--- src/sv/mva_pkg.sv ---
`timescale 1ns / 1ps

package mva_pkg;

    // fixed field width and queue depth
    localparam int VOICE_W = 5;
    localparam int QDEPTH  = 2;

    // midi commands (upper nibble of status)
    localparam logic [3:0] CMD_NOTE_OFF = 4'h8;
    localparam logic [3:0] CMD_NOTE_ON  = 4'h9;
    localparam logic [3:0] CMD_CTRL     = 4'hB;

    // controller numbers
    localparam logic [6:0] CC_SUSTAIN   = 7'd64;
    localparam logic [6:0] CC_SOUND_OFF = 7'd120;
    localparam logic [6:0] CC_RESET     = 7'd121;
    localparam logic [6:0] CC_NOTES_OFF = 7'd123;

    // result actions
    localparam logic ACT_START = 1'b0;
    localparam logic ACT_STOP  = 1'b1;

    typedef enum logic [2:0] {
        OP_KEY_OFF,
        OP_KEY_ON,
        OP_PEDAL,
        OP_ALL_OFF,
        OP_PEDAL_CLR
    } op_kind_t;

    typedef struct packed {
        logic [7:0] status;
        logic [6:0] data1;
        logic [6:0] data2;
        logic       double_voice;
    } msg_t;

    typedef struct packed {
        logic               action;
        logic [VOICE_W-1:0] voice;
        logic [3:0]         channel;
        logic [6:0]         note;
        logic [6:0]         velocity;
        logic               second_half;
        logic               last;
    } res_t;

    // classified message as handed from front to back
    typedef struct packed {
        op_kind_t   kind;
        logic [3:0] channel;
        logic [6:0] note;
        logic [6:0] value;
        logic       flag;   // double voice for key-on, pedal down for sustain
    } op_t;

endpackage

--- src/sv/mva_front.sv ---
`timescale 1ns / 1ps

module mva_front (
    input  logic          clk,
    input  logic          rst_n,
    input  logic          start,
    output logic          busy,
    input  mva_pkg::msg_t msg,
    output logic          q_valid,
    output mva_pkg::op_t  q_op,
    input  logic          pop
);
    import mva_pkg::*;

    op_t        op_dec;
    logic       keep;
    logic       push;
    op_t        entry_reg [QDEPTH];
    logic       wr_ptr_reg;
    logic       wr_ptr_next;
    logic       rd_ptr_reg;
    logic       rd_ptr_next;
    logic [1:0] count_reg;
    logic [1:0] count_next;

    // classify the message; anything without an effect is dropped here
    always_comb
    begin
        op_dec.kind    = OP_KEY_OFF;
        op_dec.channel = msg.status[3:0];
        op_dec.note    = msg.data1;
        op_dec.value   = msg.data2;
        op_dec.flag    = msg.double_voice;
        keep           = 1'b0;
        case (msg.status[7:4])
            CMD_NOTE_OFF:
            begin
                keep = 1'b1;
            end
            CMD_NOTE_ON:
            begin
                keep = 1'b1;
                if (msg.data2 != 7'd0)
                begin
                    op_dec.kind = OP_KEY_ON;
                end
            end
            CMD_CTRL:
            begin
                case (msg.data1)
                    CC_SUSTAIN:
                    begin
                        keep         = 1'b1;
                        op_dec.kind  = OP_PEDAL;
                        op_dec.flag  = msg.data2[6];
                    end
                    CC_SOUND_OFF, CC_NOTES_OFF:
                    begin
                        keep        = 1'b1;
                        op_dec.kind = OP_ALL_OFF;
                    end
                    CC_RESET:
                    begin
                        keep        = 1'b1;
                        op_dec.kind = OP_PEDAL_CLR;
                    end
                    default:
                    begin
                        keep = 1'b0;
                    end
                endcase
            end
            default:
            begin
                keep = 1'b0;
            end
        endcase
    end

    assign busy    = (count_reg == 2'(QDEPTH));
    assign push    = start && !busy && keep;
    assign q_valid = (count_reg != 2'd0);
    assign q_op    = entry_reg[rd_ptr_reg];

    always_comb
    begin
        wr_ptr_next = push ? !wr_ptr_reg : wr_ptr_reg;
        rd_ptr_next = pop ? !rd_ptr_reg : rd_ptr_reg;
        count_next  = count_reg;
        if (push && !pop)
        begin
            count_next = count_reg + 2'd1;
        end
        else if (pop && !push)
        begin
            count_next = count_reg - 2'd1;
        end
    end

    always_ff @(posedge clk or negedge rst_n)
    begin
        if (!rst_n)
        begin
            wr_ptr_reg <= 1'b0;
            rd_ptr_reg <= 1'b0;
            count_reg  <= 2'd0;
        end
        else
        begin
            wr_ptr_reg <= wr_ptr_next;
            rd_ptr_reg <= rd_ptr_next;
            count_reg  <= count_next;
        end
    end

    always_ff @(posedge clk)
    begin
        if (push)
        begin
            entry_reg[wr_ptr_reg] <= op_dec;
        end
    end

endmodule

--- src/sv/mva_back.sv ---
`timescale 1ns / 1ps

module mva_back #(
    parameter int VOICES = 18
) (
    input  logic          clk,
    input  logic          rst_n,
    input  logic          q_valid,
    input  mva_pkg::op_t  q_op,
    output logic          pop,
    output logic          strobe,
    output mva_pkg::res_t result
);
    import mva_pkg::*;

    localparam int IDX_W = (VOICES > 1) ? $clog2(VOICES) : 1;
    localparam logic [IDX_W-1:0] LAST_IDX = IDX_W'(VOICES - 1);

    typedef enum logic [2:0] {
        S_IDLE,
        S_WALK,
        S_PICK,
        S_START,
        S_FLUSH
    } state_t;

    state_t           state_reg;
    state_t           state_next;
    logic [IDX_W-1:0] idx_reg;
    logic [IDX_W-1:0] idx_next;
    logic             pend_valid_reg;
    logic             pend_valid_next;
    res_t             pend_reg;
    res_t             pend_next;
    logic             strobe_reg;
    logic             strobe_next;
    res_t             result_reg;
    res_t             result_next;
    logic [31:0]      next_age_reg;
    logic [31:0]      next_age_next;
    logic             pedal_reg [16];

    op_t              op_reg;
    op_t              op_next;
    logic [IDX_W-1:0] pick_reg;
    logic [IDX_W-1:0] pick_next;
    logic             half_reg;
    logic             half_next;
    logic [IDX_W-1:0] best_idx_reg;
    logic             best_held_reg;
    logic [31:0]      best_age_reg;
    logic [3:0]       best_channel_reg;
    logic [6:0]       best_note_reg;
    logic             best_half_reg;

    // voice table
    logic             active_reg  [VOICES];
    logic             held_reg    [VOICES];
    logic [3:0]       channel_reg [VOICES];
    logic [6:0]       note_reg    [VOICES];
    logic             vhalf_reg   [VOICES];
    logic [31:0]      age_reg     [VOICES];

    logic             cur_active;
    logic             cur_held;
    logic [3:0]       cur_channel;
    logic [6:0]       cur_note;
    logic             cur_half;
    logic [31:0]      cur_age;
    logic             better;
    logic [IDX_W-1:0] cand_idx;
    logic [3:0]       cand_channel;
    logic [6:0]       cand_note;
    logic             cand_half;

    logic             walk_stop;
    logic             emit_en;
    res_t             emit_res;
    logic             clr_en;
    logic [IDX_W-1:0] clr_idx;
    logic             hold_en;
    logic             start_en;
    logic             pedal_wr;

    assign cur_active  = active_reg[idx_reg];
    assign cur_held    = held_reg[idx_reg];
    assign cur_channel = channel_reg[idx_reg];
    assign cur_note    = note_reg[idx_reg];
    assign cur_half    = vhalf_reg[idx_reg];
    assign cur_age     = age_reg[idx_reg];

    // steal order: pedal-held first, then oldest, lowest index on ties
    assign better = (idx_reg == '0) || (cur_held && !best_held_reg) ||
                    ((cur_held == best_held_reg) && (cur_age < best_age_reg));

    assign cand_idx     = better ? idx_reg     : best_idx_reg;
    assign cand_channel = better ? cur_channel : best_channel_reg;
    assign cand_note    = better ? cur_note    : best_note_reg;
    assign cand_half    = better ? cur_half    : best_half_reg;

    always_comb
    begin
        walk_stop = 1'b0;
        hold_en   = 1'b0;
        case (op_reg.kind)
            OP_KEY_OFF:
            begin
                if (cur_active && !cur_held && cur_channel == op_reg.channel &&
                    cur_note == op_reg.note)
                begin
                    if (pedal_reg[op_reg.channel])
                    begin
                        hold_en = 1'b1;
                    end
                    else
                    begin
                        walk_stop = 1'b1;
                    end
                end
            end
            OP_ALL_OFF:
            begin
                walk_stop = cur_active && cur_channel == op_reg.channel;
            end
            OP_PEDAL:
            begin
                walk_stop = cur_active && cur_held && cur_channel == op_reg.channel;
            end
            default:
            begin
                walk_stop = 1'b0;
            end
        endcase
        if (state_reg != S_WALK)
        begin
            walk_stop = 1'b0;
            hold_en   = 1'b0;
        end
    end

    always_comb
    begin
        state_next      = state_reg;
        idx_next        = idx_reg;
        pend_valid_next = pend_valid_reg;
        pend_next       = pend_reg;
        strobe_next     = 1'b0;
        result_next     = result_reg;
        next_age_next   = next_age_reg;
        op_next         = op_reg;
        pick_next       = pick_reg;
        half_next       = half_reg;
        emit_en         = 1'b0;
        emit_res        = '0;
        clr_en          = 1'b0;
        clr_idx         = idx_reg;
        start_en        = 1'b0;
        pedal_wr        = 1'b0;
        pop             = 1'b0;

        case (state_reg)
            S_IDLE:
            begin
                if (q_valid)
                begin
                    pop      = 1'b1;
                    op_next  = q_op;
                    idx_next = '0;
                    case (q_op.kind)
                        OP_KEY_ON:
                        begin
                            half_next  = 1'b0;
                            state_next = S_PICK;
                        end
                        OP_PEDAL:
                        begin
                            pedal_wr   = 1'b1;
                            state_next = q_op.flag ? S_IDLE : S_WALK;
                        end
                        OP_PEDAL_CLR:
                        begin
                            pedal_wr   = 1'b1;
                            state_next = S_IDLE;
                        end
                        default:
                        begin
                            state_next = S_WALK;
                        end
                    endcase
                end
            end
            S_WALK:
            begin
                if (walk_stop)
                begin
                    clr_en   = 1'b1;
                    emit_en  = 1'b1;
                    emit_res = '{action: ACT_STOP, voice: VOICE_W'(idx_reg),
                                 channel: cur_channel, note: cur_note,
                                 velocity: 7'd0, second_half: cur_half, last: 1'b0};
                end
                if (idx_reg == LAST_IDX)
                begin
                    state_next = S_FLUSH;
                end
                else
                begin
                    idx_next = idx_reg + 1'b1;
                end
            end
            S_PICK:
            begin
                if (!cur_active)
                begin
                    pick_next  = idx_reg;
                    state_next = S_START;
                end
                else if (idx_reg == LAST_IDX)
                begin
                    // table full: steal the best candidate
                    clr_en     = 1'b1;
                    clr_idx    = cand_idx;
                    emit_en    = 1'b1;
                    emit_res   = '{action: ACT_STOP, voice: VOICE_W'(cand_idx),
                                   channel: cand_channel, note: cand_note,
                                   velocity: 7'd0, second_half: cand_half, last: 1'b0};
                    pick_next  = cand_idx;
                    state_next = S_START;
                end
                else
                begin
                    idx_next = idx_reg + 1'b1;
                end
            end
            S_START:
            begin
                start_en      = 1'b1;
                next_age_next = next_age_reg + 32'd1;
                emit_en       = 1'b1;
                emit_res      = '{action: ACT_START, voice: VOICE_W'(pick_reg),
                                  channel: op_reg.channel, note: op_reg.note,
                                  velocity: op_reg.value, second_half: half_reg,
                                  last: 1'b0};
                if (!half_reg && op_reg.flag)
                begin
                    half_next  = 1'b1;
                    idx_next   = '0;
                    state_next = S_PICK;
                end
                else
                begin
                    state_next = S_FLUSH;
                end
            end
            S_FLUSH:
            begin
                if (pend_valid_reg)
                begin
                    strobe_next      = 1'b1;
                    result_next      = pend_reg;
                    result_next.last = 1'b1;
                    pend_valid_next  = 1'b0;
                end
                state_next = S_IDLE;
            end
            default:
            begin
                state_next = S_IDLE;
            end
        endcase

        // a result is held back in a pending register so that last can be marked
        if (emit_en)
        begin
            if (pend_valid_reg)
            begin
                strobe_next      = 1'b1;
                result_next      = pend_reg;
                result_next.last = 1'b0;
            end
            pend_next       = emit_res;
            pend_valid_next = 1'b1;
        end
    end

    always_ff @(posedge clk or negedge rst_n)
    begin
        if (!rst_n)
        begin
            state_reg      <= S_IDLE;
            idx_reg        <= '0;
            pend_valid_reg <= 1'b0;
            strobe_reg     <= 1'b0;
            result_reg     <= '0;
            next_age_reg   <= 32'd0;
            for (int c = 0; c < 16; c++)
            begin
                pedal_reg[c] <= 1'b0;
            end
            for (int v = 0; v < VOICES; v++)
            begin
                active_reg[v] <= 1'b0;
                held_reg[v]   <= 1'b0;
            end
        end
        else
        begin
            state_reg      <= state_next;
            idx_reg        <= idx_next;
            pend_valid_reg <= pend_valid_next;
            strobe_reg     <= strobe_next;
            result_reg     <= result_next;
            next_age_reg   <= next_age_next;
            if (pedal_wr)
            begin
                pedal_reg[q_op.channel] <= (q_op.kind == OP_PEDAL) && q_op.flag;
            end
            if (start_en)
            begin
                active_reg[pick_reg] <= 1'b1;
                held_reg[pick_reg]   <= 1'b0;
            end
            if (clr_en)
            begin
                active_reg[clr_idx] <= 1'b0;
                held_reg[clr_idx]   <= 1'b0;
            end
            if (hold_en)
            begin
                held_reg[idx_reg] <= 1'b1;
            end
        end
    end

    always_ff @(posedge clk)
    begin
        op_reg     <= op_next;
        pick_reg   <= pick_next;
        half_reg   <= half_next;
        pend_reg   <= pend_next;
        if (state_reg == S_PICK && cur_active && better)
        begin
            best_idx_reg     <= idx_reg;
            best_held_reg    <= cur_held;
            best_age_reg     <= cur_age;
            best_channel_reg <= cur_channel;
            best_note_reg    <= cur_note;
            best_half_reg    <= cur_half;
        end
        if (start_en)
        begin
            channel_reg[pick_reg] <= op_reg.channel;
            note_reg[pick_reg]    <= op_reg.note;
            vhalf_reg[pick_reg]   <= half_reg;
            age_reg[pick_reg]     <= next_age_reg;
        end
    end

    assign strobe = strobe_reg;
    assign result = result_reg;

endmodule

--- src/sv/midi_voice_allocator.sv ---
`timescale 1ns / 1ps

// midi voice allocator: takes one midi channel message per beat on start/busy
// and reports every synth voice it stops or starts, at most one result per cycle on
// strobe/result; the receiver has no way to stall, so results must be taken
// the cycle they appear, and last marks the final result of a message. a
// two-deep message queue sits between the decoder and the voice walker, so
// busy rises only when two messages wait behind the one being worked on.
// messages with no effect (data bytes, unhandled commands and controllers)
// are dropped at the decoder and never reach the queue. the walker steps
// through the voices one at a time on the single table read port: a note-off,
// all-notes-off or pedal release walks the whole table, a sustain press or
// reset-all-controllers walks none, and a note-on searches the table once
// for each voice it starts (twice for a doubled note)
module midi_voice_allocator #(
    parameter int VOICES = 18
) (
    input  logic          clk,
    input  logic          rst_n,
    input  logic          start,
    output logic          busy,
    input  mva_pkg::msg_t msg,
    output logic          strobe,
    output mva_pkg::res_t result
);
    import mva_pkg::*;

    logic q_valid;
    op_t  q_op;
    logic pop;

    // decode and queue
    mva_front u_front (
        .clk     (clk),
        .rst_n   (rst_n),
        .start   (start),
        .busy    (busy),
        .msg     (msg),
        .q_valid (q_valid),
        .q_op    (q_op),
        .pop     (pop)
    );

    // voice table walker, steal search and result stream
    mva_back #(
        .VOICES (VOICES)
    ) u_back (
        .clk     (clk),
        .rst_n   (rst_n),
        .q_valid (q_valid),
        .q_op    (q_op),
        .pop     (pop),
        .strobe  (strobe),
        .result  (result)
    );

    // a started voice always carries a nonzero velocity
    assert property (@(posedge clk) disable iff (!rst_n)
        strobe && result.action == ACT_START |-> result.velocity != 7'd0)
        else $error("voice started with zero velocity");

    // the walker never dequeues from an empty queue
    assert property (@(posedge clk) disable iff (!rst_n)
        pop |-> q_valid)
        else $error("dequeue from empty queue");

    // reported voice index stays inside the table
    assert property (@(posedge clk) disable iff (!rst_n)
        strobe |-> int'(result.voice) < VOICES)
        else $error("voice index out of range");

    // busy only rises after a beat was taken
    assert property (@(posedge clk) disable iff (!rst_n)
        $rose(busy) |-> $past(start))
        else $error("busy rose without an accepted beat");

endmodule
--- config.mk ---
export PLATFORM = sky130hd
export DESIGN_NAME = midi_voice_allocator
export DESIGN_NICKNAME = d
export VERILOG_FILES = /design/src/sv/mva_pkg.sv /design/src/sv/mva_front.sv /design/src/sv/mva_back.sv /design/src/sv/midi_voice_allocator.sv
export SDC_FILE = /design/constraint.sdc
export NUM_CORES = 1
export LEC_CHECK = 0
export BUFFER_PORTS_ARGS = -buffer_cell sky130_fd_sc_hd__buf_4
export CAP_MARGIN = 25
export CORE_MARGIN = 8
export CORE_UTILIZATION = 54
export DETAILED_ROUTE_END_ITERATION = 6
export PLACE_DENSITY = 0.72
export SLEW_MARGIN = 30
export SYNTH_ARGS = -nofsm -noshare
export SYNTH_HDL_FRONTEND = slang
export SYNTH_HIERARCHICAL = 1
export SYNTH_SLANG_ARGS = --single-unit
export TNS_END_PERCENT = 20
--- constraint.sdc ---
create_clock -name clk -period 7.6 [get_ports clk]
set_input_delay 2.28 -clock clk [delete_from_list [all_inputs] [get_ports clk]]
set_output_delay 2.28 -clock clk [all_outputs]
set_load 0.005 [all_outputs]
### Word level (Yosys, flattened, before mapping)

Memory sizes are Yosys's and may differ from the RTL's.
Index checks and enable logic that the tools add are counted.

| storage, ports and cells | value |
|---|---|
| bits in latches | 0 |
| memory bits (writable) | 836 |
| word-level logic and storage cells | 289 |
| input bits | 26 |
| memories | 5 |
| memory bits (read-only) | 0 |
| register bits | 227 |
| output and inout bits | 28 |

Memory list:

| name | words | width | rd ports | clocked after memory_dff | wr ports | line | text |
|---|---|---|---|---|---|---|---|
| u_back.age_reg | 18 | 32 | 1 | 0 | 1 | mva_back.sv:62 | `logic [31:0] age_reg [VOICES];` |
| u_back.note_reg | 18 | 7 | 1 | 0 | 1 | mva_back.sv:60 | `logic [6:0] note_reg [VOICES];` |
| u_back.channel_reg | 18 | 4 | 1 | 0 | 1 | mva_back.sv:59 | `logic [3:0] channel_reg [VOICES];` |
| u_front.entry_reg | 2 | 22 | 1 | 0 | 1 | mva_front.sv:18 | `op_t entry_reg [QDEPTH];` |
| u_back.vhalf_reg | 18 | 1 | 1 | 0 | 1 | mva_back.sv:61 | `logic vhalf_reg [VOICES];` |

| operators by class | value |
|---|---|
| reduce and logical (&&, ||, !) cells | 48 |
| $add $sub $neg | 4 |
| $lt $le $gt $ge | 10 |
| shifts and indexed selects | 0 |
| multiplexer cells | 95 |
| eq/ne operators | 29 |
| div/mod/pow operators | 0 |
| multiply operators | 0 |
| bitwise operators | 12 |

Operators with widths:

| cell | count |
|---|---|
| 2-to-1 mux 26 bit | 7 |
| 2-to-1 mux 18 bit | 5 |
| case mux 26 bit (3 select lines) | 1 |
| AND 18 bit | 3 |
| 2-to-1 mux 5 bit | 10 |
| 2-to-1 mux 1 bit | 45 |
| inverter 18 bit | 2 |
| OR 18 bit | 2 |
| adder 32 x 1 -> 32 bit, second input constant | 1 |
| less-than comparator 32 bit | 1 |
| == test 7 bit, second input constant | 4 |
| logical AND 1 bit | 20 |
| case mux 5 bit (4 select lines) | 1 |
| greater-or-equal comparator 6 bit, second input constant | 3 |
| less-than comparator 6 x 1 -> 1 bit, second input constant | 3 |
| inverter 5 -> 6 bit | 3 |
| case mux 3 bit (3 select lines) | 2 |
| bitwise mux 16 bit | 1 |
| demux 1 bit (select 5 bit) | 3 |
| == test 3 x 2 -> 1 bit, second input constant | 5 |
| 2-to-1 mux 3 bit | 5 |
| == test 4 bit, second input constant | 3 |
| case mux 3 bit (4 select lines) | 1 |
| binary-select mux 1 bit (select 5 bit) | 2 |
| other kinds (37) | 65 |

### Longest topological paths before layout

| depth | value |
|---|---|
| depth after elaboration | 21 |
| gate-level depth with buffers | 25 |
| mapped depth without buffers | 16 |

### Hierarchy

The synthesis kept the hierarchy.

By module, submodules not included:

| module | cells each | sequential area each (um2) | instances | area an instance (um2) |
|---|---|---|---|---|
| mva_back | 2,253 | 29,878.7 | 1 | 40,767.8 |
| mva_front | 116 | 1,421.4 | 1 | 2,016.9 |

### Worst setup path after synthesis

No wires, ideal clock.

| timing path | value |
|---|---|
| path type | register to register |
| start | register u_back.idx_reg[0] |
| end | register u_back.best_age_reg[0], enable pin |
| data arrival time | 5.636 ns |
| library setup time | 0.413 ns |
| path buffers | 9 |
| stages on the path, launching flop included | 20 |
| data required time | 7.187 ns |
| period minus slack after synthesis | 6.049 ns |
| slack | 1.551 ns |
| path through | dfrtp_1 buf_6 buf_6 buf_6 buf_6 buf_4 buf_2 buf_2 buf_2 clkbuf_1 mux2_2 a22oi_1 o21ai_0 ha_1 and3_1 and4_1 o221a_2 a311oi_1 a31o_2 and3_1 |

| between the ends | value |
|---|---|
| elaborated cells between the ends (all ways) | 17 |
| classes of those cells | 1 x order compare; 1 x eq/ne; 6 x mux; 1 x bitwise; 7 x reduce/logical; 1 x memory |

RTL lines:

| item | line | text |
|---|---|---|
| from (decl) | mva_back.sv:29 | `logic [IDX_W-1:0] idx_reg;` |
| from (signal assigned) | mva_back.sv:309 | `idx_reg <= idx_next;` |
| memory (18 x 32 bit) | -- |  |
| named net u_back.cur_age[30] | mva_back.sv:69 | `logic [31:0] cur_age;` |
| less-than comparator 32 bit | mva_back.sv:94 | `((cur_held == best_held_reg) && (cur_age < best_age_reg));` |
| logical AND 1 bit | mva_back.sv:94 |  |
| logical OR 1 bit | mva_back.sv:93 | `assign better = (idx_reg == '0) \|\| (cur_held && !best_held_reg) \|\|` |
| logical AND 1 bit | mva_back.sv:341 | `if (state_reg == S_PICK && cur_active && better)` |
| to (signal assigned) | mva_back.sv:345 | `best_age_reg <= cur_age;` |
| to (decl) | mva_back.sv:51 | `logic [31:0] best_age_reg;` |

The timed path passes the listed nets, and every way through them passes these cells. The select of a mux whose other input is x is not followed.
A chain may end at the register's enable or synchronous reset.

### Final worst setup path

| timing path | value |
|---|---|
| start | register u_back.idx_reg[0] |
| end | register u_back.best_age_reg[4], enable pin |

The elaborated chain is that of the path after synthesis.

==> flow_summary_export.csv <==
group,metric,value,unit
critical_path,cp_cell_sequence,"buf_4 -> buf_4 -> mux4_2 -> mux2i_1 -> o22ai_1 -> o21ai_0 -> nand2_1 -> ha_1 -> a21oi_1 -> o21a_1 -> o221ai_1 -> a311oi_1 -> a31o_2 -> and3_2 -> buf_4",
placement,numPortBuffers,53,
clocking,cts-root-buf,"clkbuf_16",
synth,synthAdderAreaFrac,1.11,%
detailed_routing,avgRoutedWirePerCell,27.3,microns
detailed_routing,drtPass1Iterations,5,
placement,dp.final_hpwl,55400,microns
clocking,cts_tree,"built",
timing,rsz0062_at_grt,"false",
synth,synth_common_cells,"edfxtp_1, mux4_2, dfrtp_1, nand2_1, mux2i_1",
detailed_routing,vias_per_cell,6.26,
critical_path,worstPathRequired,7890,ps
global_routing,grt_pass1_vias,23404,
global_routing,overflow,0,
timing,finClkSkew,25.2,ps
floorplanning,die_area,0.0885,sq mm
synth,syn-num-nets,2433,
synth,synth_area,0.0428,sq mm
critical_path,end_kind,"flop",
synth,muxShareOfSynthArea,13.7,%
layout,drive_above_1_share,23.2,%
worst_hold_path,hp-class,"flop to flop",
placement,post_dp_cell_area,0.0447,sq mm
synth,ys.flop_type,"edfxtp_1",
clocking,cts_buffer_depth,3,
timing,relSlewSlack,32.0,%
timing,tightest_slew,1020,ps
critical_path,cp_max_fo,43,
clocking,clkSinkCount,1063,
synth,synth_xor_area_share,1.06,%
timing,drv_slew,0,
clocking,clkLatencyLatePin,650,ps
synth,yosysMostFrequentCell,"edfxtp_1",
timing,hold_viol,0,
floorplanning,die_h,297,microns
critical_path,cp_common_cell,"buf_4",
floorplanning,rows,103,
clocking,clkTransAtPathRegs,60,ps
critical_path,cp_top_family,"compound AO/OA/AOI/OAI gates",
pwr,peakVddDrop,182,uV
synth,yosys-top-cells-area,"edfxtp_1, mux4_2, dfrtp_1",
synth,yosys_warnings,6,
critical_path,rrSetupSlack,1210,ps
layout,finalNetCount,2543,
layout,final_cells,3619,
floorplanning,start_util,54.3,%
timing,fmax,0.157,GHz
timing,setup-tns-final,0,ps
placement,gp_congestion,0.857,
layout,final_area,0.0482,sq mm
pwr,power.leakage,17.5,nW
critical_path,cp-start-kind,"flop",
detailed_routing,wirelength,98800,microns
global_routing,grt_pass1_wl,148000,microns
critical_path,path_buf_inv,3,
critical_path,arrival,6680,ps
clocking,cts_inserted_buffers,103,
clocking,hold_buffers,0,
layout,fillers,5427,
synth,synth_area_leader_cell,"edfxtp_1",
placement,place_ws,1300,ps
floorplanning,core,0.0787,sq mm
pwr,power_density,320,mW/mm^2
critical_path,critical_path_class,"flop to flop",
synth,synth_compound_area_share,4.79,%
layout,largest_reg_flops,576,
timing,min_period,6390,ps
floorplanning,io_pins,54,
detailed_routing,ant_nets,0,
clocking,cts_setup_buffers,0,
synth,yosys.area_share.simple,4.31,%
outcome,status,"complete, no violations",
critical_path,crit_slowest_cell,"dfrtp_4",
synth,async_flop_share,11.7,%
timing,finalCritPeriodShare,84.1,%
detailed_routing,drt_iter0_markers,2897,
detailed_routing,drcViolationCount,0,
placement,dp_cells,3423,
synth,syn_area_per_cell,18.1,sq um
clocking,postCtsResizedCells,0,
flow_run,drv_cap,0,
floorplanning,die_w,297,microns
synth,synth_top_area_share,65.9,%
synth,ys_types,84,
synth,ys_ff_latch,1063,
synth,netlist_instances,2369,
layout,syn2layout_area_growth,12.6,%
global_routing,grt_max_degree,79,
synth,synth_top_family_by_area,"multiplexers",
timing,final-setup-viol-count,0,
timing,setup_ws,1210,ps
layout,final_core_util,61.2,%
global_routing,track_usage,22.0,%
clocking,cts_max_level,3,
detailed_routing,vias,22652,
synth,ys_seq_area_share,73.2,%
global_routing,grt_antenna_before_repair,1,
critical_path,max_stage_delay,1030,ps
layout,antenna_cells,0,
synth,synth_edf_count,939,
==> cell usage in the layout (no fill, tap or decap), drive strengths merged, types with 4 or more instances in the layout <==
cell type / n
a21o: 21
a21oi: 51
a221oi: 5
a22o: 18
a22oi: 59
and2: 7
and3: 19
buf: 111
bufinv: 13
clkbuf: 147
clkinv: 28
dfrtp: 124
edfxtp: 939
ha: 38
inv: 77
mux2: 119
mux2i: 100
mux4: 153
nand2: 116
nand2b: 13
nand3: 40
nand3b: 8
nand4: 15
nor2: 81
nor2b: 14
nor3: 18
nor4: 5
o21ai: 69
o221ai: 4
o22ai: 27
o311ai: 7
o31ai: 10
o41ai: 9
or2: 5
or3: 6
xnor2: 29
xor2: 21
==> area by class of cell <==
| class | count | area (sq um) | area share [%] |
|---|---|---|---|
| inverters | 73 | 274 | 0.569 |
| clock buffers | 147 | 2920 | 6.05 |
| repair buffers | 111 | 947 | 1.97 |
| multi-input cells | 1127 | 10800 | 22.5 |
| flip-flops and latches | 1063 | 31300 | 65.0 |
| clock inverters | 48 | 584 | 1.21 |
| well taps | 1050 | 1310 | 2.73 |
==> kinds of logic (layout without fill, tap and decap cells) <==
logic type	Yosys count	count (layout)
compound gates	303	303
flops	1063	1063
simple gates	364	364
fa+ha+maj	38	38
buf+inv	179	379
mux	372	372
xor+xnor	50	50
==> stage by stage <==
stage	hold slack (ps)	power [mW]
after floorplan	449	9.26
after global placement	466	10.2
after detailed placement	465	10.3
after CTS	477	15.5
after global routing	499	15.9
final	476	15.4
==> worst reg2reg max path: cells and delay by family (launching register included) <==
family                   cells  cell delay [ps]
multiplexers                 2              680
AO/OA/AOI/OAI                7             1940
buffers and inverters        3             1310
adder cells (fa/ha/maj)      1              310
flip-flops                   1             1030
AND/OR/NAND/NOR              2              730
==> worst paths after layout <==
kind / cells past startpoint / startpoint / end
max: 15 / u_back/idx_reg[0]$_DFFE_PN0P_ / u_back/best_age_reg[4]$_DFFE_PP_
min: 1 / u_back/pend_reg[23]$_SDFFCE_PN0P_ / flop
max reg2reg: 15 / u_back/idx_reg[0]$_DFFE_PN0P_ / u_back/best_age_reg[4]$_DFFE_PP_
min reg2reg: 1 / u_back/pend_reg[23]$_SDFFCE_PN0P_ / flop
max in group asynchronous: 2 / rst_n / u_back/next_age_reg[20]$_DFFE_PN0P_
min in group asynchronous: 1 / rst_n / u_back/pedal_reg[10]$_DFFE_PN0P_
==> power by group <==
group          internal [mW]  switching, mW  total [mW]
Sequential              6.59          0.356        6.94
Combinational           1.44           1.80        3.24
Clock                   3.11           2.10        5.21
Total                   11.1           4.25        15.4
==> routing by layer <==
metal  up-vias  share of wire, %  track usage [%]
met5         -                 0                0
met4         0               2.8             7.41
met3       188               7.0             3.12
met2       958                50             36.8
met1     11881                40             29.8
li1       9625                 -                -
Note: power is estimated with default switching activity, not from simulation.
